## src/design/gckr_pkg.sv

```systemverilog
// Shared constants for the grid-cells-within-kernel-radius unit.
// Holds configuration register indexes and fixed field widths; no dependencies.
`default_nettype none
package gckr_pkg;

	localparam int unsigned CFG_IDX_W  = 3;
	localparam int unsigned CFG_DATA_W = 31;
	localparam int unsigned CELL_W     = 12;
	localparam int unsigned POS_W      = 32;
	localparam int unsigned DIM_W      = 13;

	typedef logic [CFG_IDX_W-1:0] cfg_idx_t;

	localparam cfg_idx_t REG_GRID_SPACING  = 3'd0;
	localparam cfg_idx_t REG_KERNEL_RADIUS = 3'd1;
	localparam cfg_idx_t REG_GRID_CELLS_X  = 3'd2;
	localparam cfg_idx_t REG_GRID_CELLS_Y  = 3'd3;
	localparam cfg_idx_t REG_GRID_CELLS_Z  = 3'd4;
	localparam cfg_idx_t REG_THREE_DIMS    = 3'd5;

endpackage
`default_nettype wire

```

## src/design/grid_cells_within_kernel_radius_unit.sv

```systemverilog
// Grid-cells-within-kernel-radius unit: lists the grid cells around a particle.
// Per position the shared divider and the axis setup run for x, y and z in 3-D mode and for x
// and y in 2-D mode; the walk then checks 27, 9 or 1 candidate cells and can stall on m_tready.
// A new position is taken only in idle, once the previous list's tlast beat is registered.
// Reset (arst_n low, asynchronous) restores the default registers and empties the block.
// Depends on gckr_pkg.
`default_nettype none
module grid_cells_within_kernel_radius_unit #(
	parameter int MAX_SPAN   = 1,
	parameter int INDEX_BITS = 12
) (
	input  wire                           clk,
	input  wire                           arst_n,
	input  wire                           cfg_we,
	input  wire gckr_pkg::cfg_idx_t       cfg_index,
	input  wire [gckr_pkg::CFG_DATA_W-1:0] cfg_data,
	input  wire                           s_tvalid,
	output logic                          s_tready,
	// s_tdata: pos_x [31:0], pos_y [63:32], pos_z [95:64]
	input  wire [95:0]                    s_tdata,
	output logic                          m_tvalid,
	input  wire                           m_tready,
	// m_tdata: cell_i [11:0], cell_j [23:12], cell_k [35:24], zero fill [39:36]
	output logic [39:0]                   m_tdata,
	// m_tuser: cell_valid [0]
	output logic                          m_tuser,
	output logic                          m_tlast
);
	import gckr_pkg::*;

	// The position is split per axis into a home cell and a remainder by a
	// restoring divider that is shared by the axes, one quotient bit a
	// cycle. For each axis the three candidate offsets then get their doubled
	// distance to the cell center (2*rem - (2*o+1)*s, no multiply needed), an
	// in-grid flag and a square from the one shared multiplier. The walk then
	// checks one candidate cell a cycle, pausing while a found cell waits on
	// the output. One found cell is held back so that the final one can carry
	// tlast; an empty list gives a single beat with cell_valid low.

	localparam logic [16:0] DIM_LIM = 17'(1) << INDEX_BITS;

	typedef enum logic [2:0] {
		ST_IDLE, ST_DIV, ST_DIVF, ST_AXD, ST_AXM, ST_WALK, ST_FIN
	} state_t;

	state_t state_q;

	logic [30:0] spacing_q, radius_q;
	logic [12:0] cells_x_q, cells_y_q, cells_z_q;
	logic        three_dims_q;

	logic [31:0] py_q, pz_q;
	logic [1:0]  axis_q, o_q;
	logic [4:0]  cnt_q;
	logic [31:0] acc_q, quo_q;
	logic        neg_q;
	logic [33:0] h_q;
	logic [30:0] rem_q;
	logic [31:0] ax_q;
	logic [63:0] r2_q;
	logic        span_q;
	logic [63:0] sqx_q [3];
	logic [63:0] sqy_q [3];
	logic [63:0] sqz_q [3];
	logic [11:0] idxx_q [3];
	logic [11:0] idxy_q [3];
	logic [11:0] idxz_q [3];
	logic [2:0]  okx_q, oky_q, okz_q;
	logic [1:0]  ci_q, cj_q, ck_q;
	logic [35:0] held_cell_q;
	logic        held_valid_q;
	logic        out_valid_q, out_cv_q, out_last_q;
	logic [35:0] out_cell_q;

	// Effective spacing and limits.
	logic [30:0] s_eff;
	logic [31:0] lim;
	logic [16:0] dim_sel;
	logic [31:0] pos_next, pos_abs;
	assign s_eff = (spacing_q == 31'd0) ? 31'd1 : spacing_q;
	assign lim   = {radius_q, 1'b0};

	always_comb begin
		logic [16:0] d;
		unique case (axis_q)
			2'd0: d = {4'b0, cells_x_q};
			2'd1: d = {4'b0, cells_y_q};
			default: d = {4'b0, cells_z_q};
		endcase
		dim_sel = (d > DIM_LIM) ? DIM_LIM : d;
	end

	// Position for the axis after the current one.
	assign pos_next = (axis_q == 2'd0) ? py_q : pz_q;
	assign pos_abs  = pos_next[31] ? (~pos_next + 32'd1) : pos_next;

	// Divider step.
	logic [31:0] trial, acc_n;
	logic        ge;
	assign trial = {acc_q[30:0], quo_q[31]};
	assign ge    = trial >= {1'b0, s_eff};
	assign acc_n = ge ? (trial - {1'b0, s_eff}) : trial;

	// Axis distance for one offset.
	logic [34:0] rem2, s35, cdist;
	logic [33:0] ax_abs, cand;
	logic        in_grid, ax_lt;
	always_comb begin
		rem2 = {3'b0, rem_q, 1'b0};
		s35  = {4'b0, s_eff};
		case (o_q)
			2'd0:    cdist = rem2 + s35;
			2'd1:    cdist = rem2 - s35;
			default: cdist = rem2 - s35 - {s35[33:0], 1'b0};
		endcase
		ax_abs  = cdist[34] ? 34'(~cdist + 35'd1) : cdist[33:0];
		ax_lt   = ax_abs < {2'b0, lim};
		cand    = h_q + 34'(o_q) - 34'd1;
		in_grid = !cand[33] && (cand[32:0] < {16'b0, dim_sel});
	end

	// Shared multiplier: squares during setup, doubled-radius square after the first divide.
	logic [31:0] mul_a;
	logic [63:0] prod;
	assign mul_a = (state_q == ST_AXM) ? ax_q : lim;
	assign prod  = mul_a * mul_a;

	// Candidate check during the walk.
	logic [63:0] sqz_e;
	logic        okz_e, pass;
	logic [65:0] sum;
	logic [11:0] k_e;
	logic        out_free;
	assign sqz_e    = three_dims_q ? sqz_q[ck_q] : 64'd0;
	assign okz_e    = three_dims_q ? okz_q[ck_q] : 1'b1;
	assign k_e      = three_dims_q ? idxz_q[ck_q] : 12'd0;
	assign sum      = 66'(sqx_q[ci_q]) + 66'(sqy_q[cj_q]) + 66'(sqz_e);
	assign pass     = okx_q[ci_q] && oky_q[cj_q] && okz_e && (sum < 66'(r2_q));
	assign out_free = !out_valid_q || m_tready;

	logic [1:0] st, en, kst, ken;
	assign st  = span_q ? 2'd0 : 2'd1;
	assign en  = span_q ? 2'd2 : 2'd1;
	assign kst = (span_q && three_dims_q) ? 2'd0 : 2'd1;
	assign ken = (span_q && three_dims_q) ? 2'd2 : 2'd1;

	logic walk_go;
	assign walk_go = !pass || !held_valid_q || out_free;

	// The output register takes a new beat when the walk passes on a held cell
	// or when the list is closed.
	logic out_load;
	assign out_load = ((state_q == ST_WALK) && walk_go && pass && held_valid_q) ||
		((state_q == ST_FIN) && out_free);

	always_ff @(posedge clk or negedge arst_n) begin
		if (!arst_n) begin
			state_q      <= ST_IDLE;
			spacing_q    <= 31'd65536;
			radius_q     <= 31'd65536;
			cells_x_q    <= 13'd64;
			cells_y_q    <= 13'd64;
			cells_z_q    <= 13'd64;
			three_dims_q <= 1'b1;
			held_valid_q <= 1'b0;
			out_valid_q  <= 1'b0;
		end else begin
			if (cfg_we) begin
				unique case (cfg_index)
					REG_GRID_SPACING:  spacing_q    <= cfg_data;
					REG_KERNEL_RADIUS: radius_q     <= cfg_data;
					REG_GRID_CELLS_X:  cells_x_q    <= cfg_data[12:0];
					REG_GRID_CELLS_Y:  cells_y_q    <= cfg_data[12:0];
					REG_GRID_CELLS_Z:  cells_z_q    <= cfg_data[12:0];
					REG_THREE_DIMS:    three_dims_q <= cfg_data[0];
					default: ;
				endcase
			end
			if (out_load) begin
				out_valid_q <= 1'b1;
			end else if (m_tready) begin
				out_valid_q <= 1'b0;
			end
			unique case (state_q)
				ST_IDLE: begin
					if (s_tvalid) begin
						py_q   <= s_tdata[63:32];
						pz_q   <= s_tdata[95:64];
						axis_q <= 2'd0;
						cnt_q  <= 5'd0;
						acc_q  <= 32'd0;
						quo_q  <= s_tdata[31] ? (~s_tdata[31:0] + 32'd1) : s_tdata[31:0];
						neg_q  <= s_tdata[31];
						span_q <= (MAX_SPAN > 0) && (radius_q > s_eff);
						state_q <= ST_DIV;
					end
				end
				ST_DIV: begin
					acc_q <= acc_n;
					quo_q <= {quo_q[30:0], ge};
					cnt_q <= cnt_q + 5'd1;
					if (cnt_q == 5'd31) begin
						state_q <= ST_DIVF;
					end
				end
				ST_DIVF: begin
					if (neg_q && acc_q != 32'd0) begin
						h_q   <= ~{2'b0, quo_q};
						rem_q <= s_eff - acc_q[30:0];
					end else if (neg_q) begin
						h_q   <= ~{2'b0, quo_q} + 34'd1;
						rem_q <= 31'd0;
					end else begin
						h_q   <= {2'b0, quo_q};
						rem_q <= acc_q[30:0];
					end
					if (axis_q == 2'd0) begin
						r2_q <= prod;
					end
					o_q     <= 2'd0;
					state_q <= ST_AXD;
				end
				ST_AXD: begin
					ax_q <= ax_abs[31:0];
					case (axis_q)
						2'd0: begin
							okx_q[o_q]  <= ax_lt && in_grid;
							idxx_q[o_q] <= cand[11:0];
						end
						2'd1: begin
							oky_q[o_q]  <= ax_lt && in_grid;
							idxy_q[o_q] <= cand[11:0];
						end
						default: begin
							okz_q[o_q]  <= ax_lt && in_grid;
							idxz_q[o_q] <= cand[11:0];
						end
					endcase
					state_q <= ST_AXM;
				end
				ST_AXM: begin
					case (axis_q)
						2'd0:    sqx_q[o_q] <= prod;
						2'd1:    sqy_q[o_q] <= prod;
						default: sqz_q[o_q] <= prod;
					endcase
					if (o_q != 2'd2) begin
						o_q     <= o_q + 2'd1;
						state_q <= ST_AXD;
					end else if (axis_q == 2'd0 || (axis_q == 2'd1 && three_dims_q)) begin
						axis_q  <= axis_q + 2'd1;
						cnt_q   <= 5'd0;
						acc_q   <= 32'd0;
						quo_q   <= pos_abs;
						neg_q   <= pos_next[31];
						state_q <= ST_DIV;
					end else begin
						ci_q    <= st;
						cj_q    <= st;
						ck_q    <= kst;
						state_q <= ST_WALK;
					end
				end
				ST_WALK: begin
					if (walk_go) begin
						if (pass) begin
							if (held_valid_q) begin
								out_cell_q  <= held_cell_q;
								out_cv_q    <= 1'b1;
								out_last_q  <= 1'b0;
							end
							held_cell_q  <= {k_e, idxy_q[cj_q], idxx_q[ci_q]};
							held_valid_q <= 1'b1;
						end
						if (ck_q != ken) begin
							ck_q <= ck_q + 2'd1;
						end else begin
							ck_q <= kst;
							if (cj_q != en) begin
								cj_q <= cj_q + 2'd1;
							end else begin
								cj_q <= st;
								if (ci_q != en) begin
									ci_q <= ci_q + 2'd1;
								end else begin
									state_q <= ST_FIN;
								end
							end
						end
					end
				end
				ST_FIN: begin
					if (out_free) begin
						out_cell_q   <= held_valid_q ? held_cell_q : 36'd0;
						out_cv_q     <= held_valid_q;
						out_last_q   <= 1'b1;
						held_valid_q <= 1'b0;
						state_q      <= ST_IDLE;
					end
				end
				default: state_q <= ST_IDLE;
			endcase
		end
	end

	assign s_tready = (state_q == ST_IDLE);
	assign m_tvalid = out_valid_q;
	assign m_tdata  = {4'b0, out_cell_q};
	assign m_tuser  = out_cv_q;
	assign m_tlast  = out_last_q;

	// Nothing may be held back between positions.
	a_idle_empty: assert property (@(posedge clk) disable iff (!arst_n)
		(state_q == ST_IDLE) |-> !held_valid_q)
		else $error("held cell left over at idle");

	// An accepted position always starts with the x divide.
	a_accept_div: assert property (@(posedge clk) disable iff (!arst_n)
		(s_tvalid && s_tready) |=> (state_q == ST_DIV && axis_q == 2'd0))
		else $error("accepted position did not start dividing");

	// An empty-list beat always closes the list.
	a_empty_last: assert property (@(posedge clk) disable iff (!arst_n)
		(m_tvalid && !m_tuser) |-> m_tlast)
		else $error("empty beat without tlast");

	// Walk offsets stay within the three candidates.
	a_walk_range: assert property (@(posedge clk) disable iff (!arst_n)
		(state_q == ST_WALK) |-> (ci_q != 2'd3 && cj_q != 2'd3 && ck_q != 2'd3))
		else $error("walk offset out of range");

endmodule
`default_nettype wire

```

## config.mk

```make
export PLATFORM = sky130hd
export DESIGN_NAME = grid_cells_within_kernel_radius_unit
export DESIGN_NICKNAME = d
export VERILOG_FILES = /design/src/design/gckr_pkg.sv /design/src/design/grid_cells_within_kernel_radius_unit.sv
export SDC_FILE = /design/constraint.sdc
export NUM_CORES = 2
export LEC_CHECK = 0
export BUFFER_PORTS_ARGS = -buffer_cell sky130_fd_sc_hd__buf_4
export CORE_MARGIN = 2
export CORE_UTILIZATION = 34
export DETAILED_ROUTE_END_ITERATION = 8
export SYNTH_ARGS = -nofsm -noshare
export SYNTH_HDL_FRONTEND = slang
export SYNTH_SLANG_ARGS = --single-unit
```

## constraint.sdc

```tcl
create_clock -name clk -period 18.6 [get_ports clk]
set_clock_uncertainty 0.1 [all_clocks]
set_input_delay 2.79 -clock clk [delete_from_list [all_inputs] [get_ports clk]]
set_output_delay 2.79 -clock clk [all_outputs]
set_load 0.02 [all_outputs]
```

**Word-level counts from Yosys, hierarchy flattened**

Memories as Yosys holds them, arrays and structs flattened. A register that Yosys moved wholly into a read port is not among the register bits.
Index checks and enable logic that the tools add are counted.

- Register bits: 460
- Bits in latches: 0
- RAM bits: 684
- Bits in read-only memories: 0
- Bits of input ports: 135
- Output and inout port bits: 44
- Logic and storage cells: 289
- Memories kept: 6

- Add/subtract/negate cells: 19
- Multipliers: 1
- Div/mod/pow operators: 0
- Magnitude comparators: 11
- Eq/ne operators: 32
- Shift operators: 0
- Multiplexer cells: 119
- Bitwise logic cells: 5
- Reduce and logical (&&, ||, !) cells: 65

Memory list:

| name | words | width | read ports | clocked after memory_dff | write ports | RTL line | source |
|---|---|---|---|---|---|---|---|
| sqx_q | 3 | 64 | 1 | 1 | 1 | grid_cells_within_kernel_radius_unit.sv:62 | `logic [63:0] sqx_q [3];` |
| sqy_q | 3 | 64 | 1 | 1 | 1 | grid_cells_within_kernel_radius_unit.sv:63 | `logic [63:0] sqy_q [3];` |
| sqz_q | 3 | 64 | 1 | 1 | 1 | grid_cells_within_kernel_radius_unit.sv:64 | `logic [63:0] sqz_q [3];` |
| idxx_q | 3 | 12 | 1 | 1 | 1 | grid_cells_within_kernel_radius_unit.sv:65 | `logic [11:0] idxx_q [3];` |
| idxy_q | 3 | 12 | 1 | 1 | 1 | grid_cells_within_kernel_radius_unit.sv:66 | `logic [11:0] idxy_q [3];` |
| idxz_q | 3 | 12 | 1 | 1 | 1 | grid_cells_within_kernel_radius_unit.sv:67 | `logic [11:0] idxz_q [3];` |

Operator list:

| cell | count |
|---|---|
| $mux W32 | 11 |
| $pmux W32 S3 | 2 |
| $mux W36 | 5 |
| $mux W34 | 3 |
| $mux W31 | 3 |
| $pmux W36 S2 | 1 |
| $pmux W35 S2 | 1 |
| $add A34 B1 Y34 const B | 2 |
| $add A65 B64 Y66 | 1 |
| $lt A66 B64 Y1 | 1 |
| $add A64 B64 Y65 | 1 |
| $add A32 B1 Y32 const B | 2 |
| $mul A32 B32 Y64 | 1 |
| $mux W64 | 1 |
| $not A32 Y32 | 2 |
| $mux W2 | 22 |
| $mux W1 | 38 |
| $add A34 B2 Y34 | 1 |
| $lt A34 B32 Y1 | 1 |
| $not A32 Y34 | 1 |
| $not A34 Y34 | 1 |
| $sub A33 B33 Y34 | 1 |
| $sub A34 B1 Y34 const B | 1 |
| $add A32 B31 Y33 | 1 |
| 48 further kinds | 148 |

**Longest topological paths before layout**

- Depth after elaboration: 13
- Mapped depth: 42

**Least setup slack after synthesis**

No wires, ideal clock.

- Path type: flip-flop to flip-flop
- Start: register state_q[0]
- End: register r2_q[62], data pin
- Setup time: 0.255 ns
- Data arrival time: 9.556 ns
- Data required time: 18.245 ns
- Setup slack: 8.689 ns
- Cell stages (with the launch flop): 40
- Path through: dfrtp_1 > nor2_1 > and2_1 > clkbuf_1 > clkbuf_1 > clkbuf_1 > nor2_1 > a21oi_1 > clkbuf_1 > nor2_1 > fa_1 > fa_1 > inv_1 > fa_1 > inv_1 > fa_1 > inv_1 > fa_1 > (+4 left out) > fa_1 > inv_1 > ha_1 > clkbuf_1 > o21a_1 > o21a_1 > o21ai_0 > nand2b_1 > a21o_1 > a21o_1 > and3_1 > a21o_1 > o31a_1 > a2111o_1 > o2111ai_1 > nand2_1 > a221oi_2 > xnor2_1

- Cells in the longest elaborated chain, start to end: 3

RTL lines:

| item | RTL line | source |
|---|---|---|
| from (decl) | grid_cells_within_kernel_radius_unit.sv:46 | `state_t state_q;` |
| from (signal assigned) | grid_cells_within_kernel_radius_unit.sv:158 | `state_q <= ST_IDLE;` |
| from (signal assigned) | grid_cells_within_kernel_radius_unit.sv:195 | `state_q <= ST_DIV;` |
| from (signal assigned) | grid_cells_within_kernel_radius_unit.sv:203 | `state_q <= ST_DIVF;` |
| $eq A3 B3 Y1 | grid_cells_within_kernel_radius_unit.sv:125 | `assign mul_a = (state_q == ST_AXM) ? ax_q : lim;` |
| $mux W32 | grid_cells_within_kernel_radius_unit.sv:125 |  |
| $mul A32 B32 Y64 | grid_cells_within_kernel_radius_unit.sv:126 | `assign prod = mul_a * mul_a;` |
| named net prod[62] | grid_cells_within_kernel_radius_unit.sv:124 | `logic [63:0] prod;` |
| to (signal assigned) | grid_cells_within_kernel_radius_unit.sv:218 | `r2_q <= prod;` |
| to (decl) | grid_cells_within_kernel_radius_unit.sv:60 | `logic [63:0] r2_q;` |

The timed path passes the listed nets, and every way through them passes these cells.
A chain may end at the register's enable or synchronous reset.

**Worst setup path after layout**

- Start: register state_q[0]
- End: register r2_q[57], data pin

Same word-level chain as after synthesis.

==> metrics.md <==
| Metric | Value |
|---|---|
| Status | complete, no violations |
| Clk buf depth | 4 |
| # clock sinks | 1176 |
| Clk root buf | clkbuf_16 |
| Unrepaired setup endpoints after global routing | false |
| Total gr overflow | 0 |
| Num rows | 192 |
| Final Wtd Congestion | 0.959 |
| Final Slew Violations | 0 |
| CTS tree | built |
| Clk Latency, worst-skew pair | 820 ps |
| Clock slew at reported path FFs | 60 ps |
| FFs w/ async S/R, synth | 0.0910 |
| Port buffer count | 174 |
| HP Start | idxx_q[2][1] |
| Dpl hpwl | 210000 um |
| Setup_tns | 0 ps |
| Worst Hold Path EP | held_cell_q[1] |
| FILL cells | 26857 |
| Worst path max stage delay | 900 ps |
| Seq cells post-synth | 1176 |
| Die span in y | 529 um |
| Setup violations, final | 0 |
| Vias in the first global route | 68458 |
| Worst path required time | 18970 ps |
| CP Max Fanout | 69 |
| Minimum clock period | 12520 ps |
| Synthesized area | 93900 um^2 |
| # resized after CTS | 0 |
| Top_reg_cell synth | edfxtp_1 |
| Relative slew slack | 0.168 |
| Slowest CP cell | clkinv_1 |
| H-Tree Depth | 4 |
| Ports | 179 |
| Slew at the pin closest to its max-slew limit | 1240 ps |
| DRT antenna net count | 0 |
| Fmax | 79.9 MHz |
| Distinct cell type count after synthesis | 118 |
| Area Growth Syn to Fin | 10.6% |
| Reg2reg end | r2_q[57] |
| Routed WL | 279000 um |
| Post-synth EDFFs | 1063 |
| Multi-input gate area | 52700 um^2 |
| GRT Util Overall | 0.197 |
| Worst path arrival time | 12890 ps |
| Initial Util | 0.343 |
| Die Width | 529 um |
| Vias | 66384 |
| Core area | 274000 um^2 |
| Setup bufs post-CTS | 0 |
| Critical path launch point type | flop |
| DRC Markers | 0 |
| CP most frequent cell | fa_1 |
| CTS Hold Buffers Added | 0 |
| First-pass GRT wire length | 420000 um |
| Post-synthesis area per instance | 10.5 um^2 |
| Setup CP Type | reg2reg |
| Synth Warn # | 0 |
| Hold depth | 2 |
| Flop-to-flop setup slack | 6080 ps |
| Max-cap violations | 0 |
| Register area share after synthesis | 0.370 |
| Tcrit/Tclk final | 0.673 |
| Nets | 10649 |
| Die area | 280000 um^2 |
| Detailed Route Iter0 Violations | 5819 |
| Post-DR wirelength/cell | 21.8 um |
| Crit end category | flop |
| DR vias/cell | 5.20 |
| HP Class | reg2reg |
| Cells after synthesis | 8915 |
| First-pass iteration count of the detailed router | 6 |
| Hold violation count in the final report | 0 |
| CTS Buf Count | 139 |
| Largest net degree at the start of global routing | 70 |
| R2R depth | 36 |
| Layout cell share with drive strength beyond 1 | 0.0700 |
| Worst R2R Start | state_q[0] |
| Initial antenna violation count | 13 |
| Seq. cell area | 34800 um^2 |
==> worst max path at each step <==
stage	slack, ps	start	depth (start not counted)	endpoint
3_5_place_dp	6180	state_q[0]	36	sqx_q[1][57]
5_1_grt	5370	state_q[0]	36	r2_q[57]
3_3_place_gp	6350	state_q[0]	38	sqx_q[0][57]
6_report	6080	state_q[0]	36	r2_q[57]
4_1_cts	6090	state_q[0]	36	r2_q[57]
2_1_floorplan	8690	state_q[0]	39	r2_q[62]
==> layer usage <==
| metal | up-vias | global-route usage | share of wire |
|---|---|---|---|
| li1 | 30269 | - | - |
| met1 | 33471 | 0.263 | 0.43 |
| met2 | 2157 | 0.327 | 0.47 |
| met3 | 477 | 0.0307 | 0.064 |
| met4 | 10 | 0.0612 | 0.031 |
| met5 | - | 0 | 0.00023 |
==> cell usage after synthesis, types with 51 or more instances <==
cell / number / area share
a21o_1: 226 / 0.018
a21oi_1: 498 / 0.027
and3_1: 68 / 0.0045
clkbuf_1: 301 / 0.012
dfrtp_1: 101 / 0.027
edfxtp_1: 1063 / 0.34
fa_1: 877 / 0.19
ha_1: 655 / 0.087
inv_1: 1387 / 0.055
mux2i_1: 274 / 0.029
nand2_1: 732 / 0.029
nand2b_1: 74 / 0.0049
nand3_1: 76 / 0.0041
nand4_1: 76 / 0.0051
nor2_1: 713 / 0.029
nor2b_1: 97 / 0.0065
nor3_1: 75 / 0.0040
o21a_1: 51 / 0.0041
o21ai_0: 362 / 0.019
xnor2_1: 233 / 0.022
xor2_1: 152 / 0.014
==> sequential cells by signal, summed over array words and instances (netlist names), 31 cells and up, named ones only <==
name and flops:
sqx_q 189, sqy_q 189, sqz_q 189, r2_q 63, held_cell_q 36, idxx_q 36
idxy_q 36, idxz_q 36, out_cell_q 36, h_q 34, acc_q 32, ax_q 32
py_q 32, pz_q 32, quo_q 32, radius_q 31, rem_q 31, spacing_q 31
==> worst max-delay path: cells and delay by family (launching register included) <==
kind	cells	cell delay (ps)
AOI/OAI and AO/OA	13	2940
adders and majority gates	9	4260
buffers and inverters	8	2140
xor gates and xnor gates	1	590
DFF	1	520
and+or+nand+nor	5	1540
==> per-stage QoR <==
step | cells | util | worst slack (ps) | area [um^2] | hold slack (ps)
floorplan | 8918 | - | 8690 | 93900 | 380
global placement | 12527 | 0.363 | 6350 | 99500 | 388
detailed placement | 12527 | 0.363 | 6180 | 99500 | 396
CTS | 12768 | 0.379 | 6090 | 104000 | 403
global route | 12773 | 0.379 | 5370 | 104000 | 405
finish | 12777 | 0.379 | 6080 | 104000 | 394
==> cell usage in the layout (no fill, tap or decap), drive strengths merged, types with 18 or more instances in the layout <==
cell type and count:
inv 1393, edfxtp 1063, fa 877, nand2 732, nor2 714, ha 655, a21oi 500, o21ai 386
buf 283, mux2i 274, xnor2 233, a21o 226, clkbuf 173, xor2 152, dfrtp 101, nor2b 97
nand4 77, nand3 77, nand2b 76, nor3 76, and3 70, clkinv 57, o21a 51, mux2 50
o21bai 48, a31oi 47, a211oi 43, o31ai 40, o221ai 35, and2 34, nor4 33, o22ai 33
or3 31, o211ai 26, or2 21, a22oi 20, a221oi 20, and4 18
==> area by class of cell <==
cell class,instances,share of cell area
sequential,1176,0.335
clock inverter,68,0.00631
clock buffer,173,0.0355
timing repair buffer,283,0.0205
multi-input combinational,5986,0.508
tap,3686,0.0444
inverter,1396,0.0505
antenna,9,0.000217
==> cell families (layout without fill, tap and decap cells) <==
logic type,Yosys count,count (layout),synth area share
AND/OR/NAND/NOR,2109,2109,0.102
buffers and inverters,1756,1920,0.0707
AO/OA/AOI/OAI,1632,1632,0.112
adder cells (fa/ha/maj),1532,1532,0.274
flip-flops,1176,1176,0.370
XOR/XNOR,385,385,0.0359
multiplexers,324,324,0.0353
other,1,13,0.0000399
Power is not shown: default switching activity piles up to over one toggle a cycle in this logic, so the estimate is an artifact.
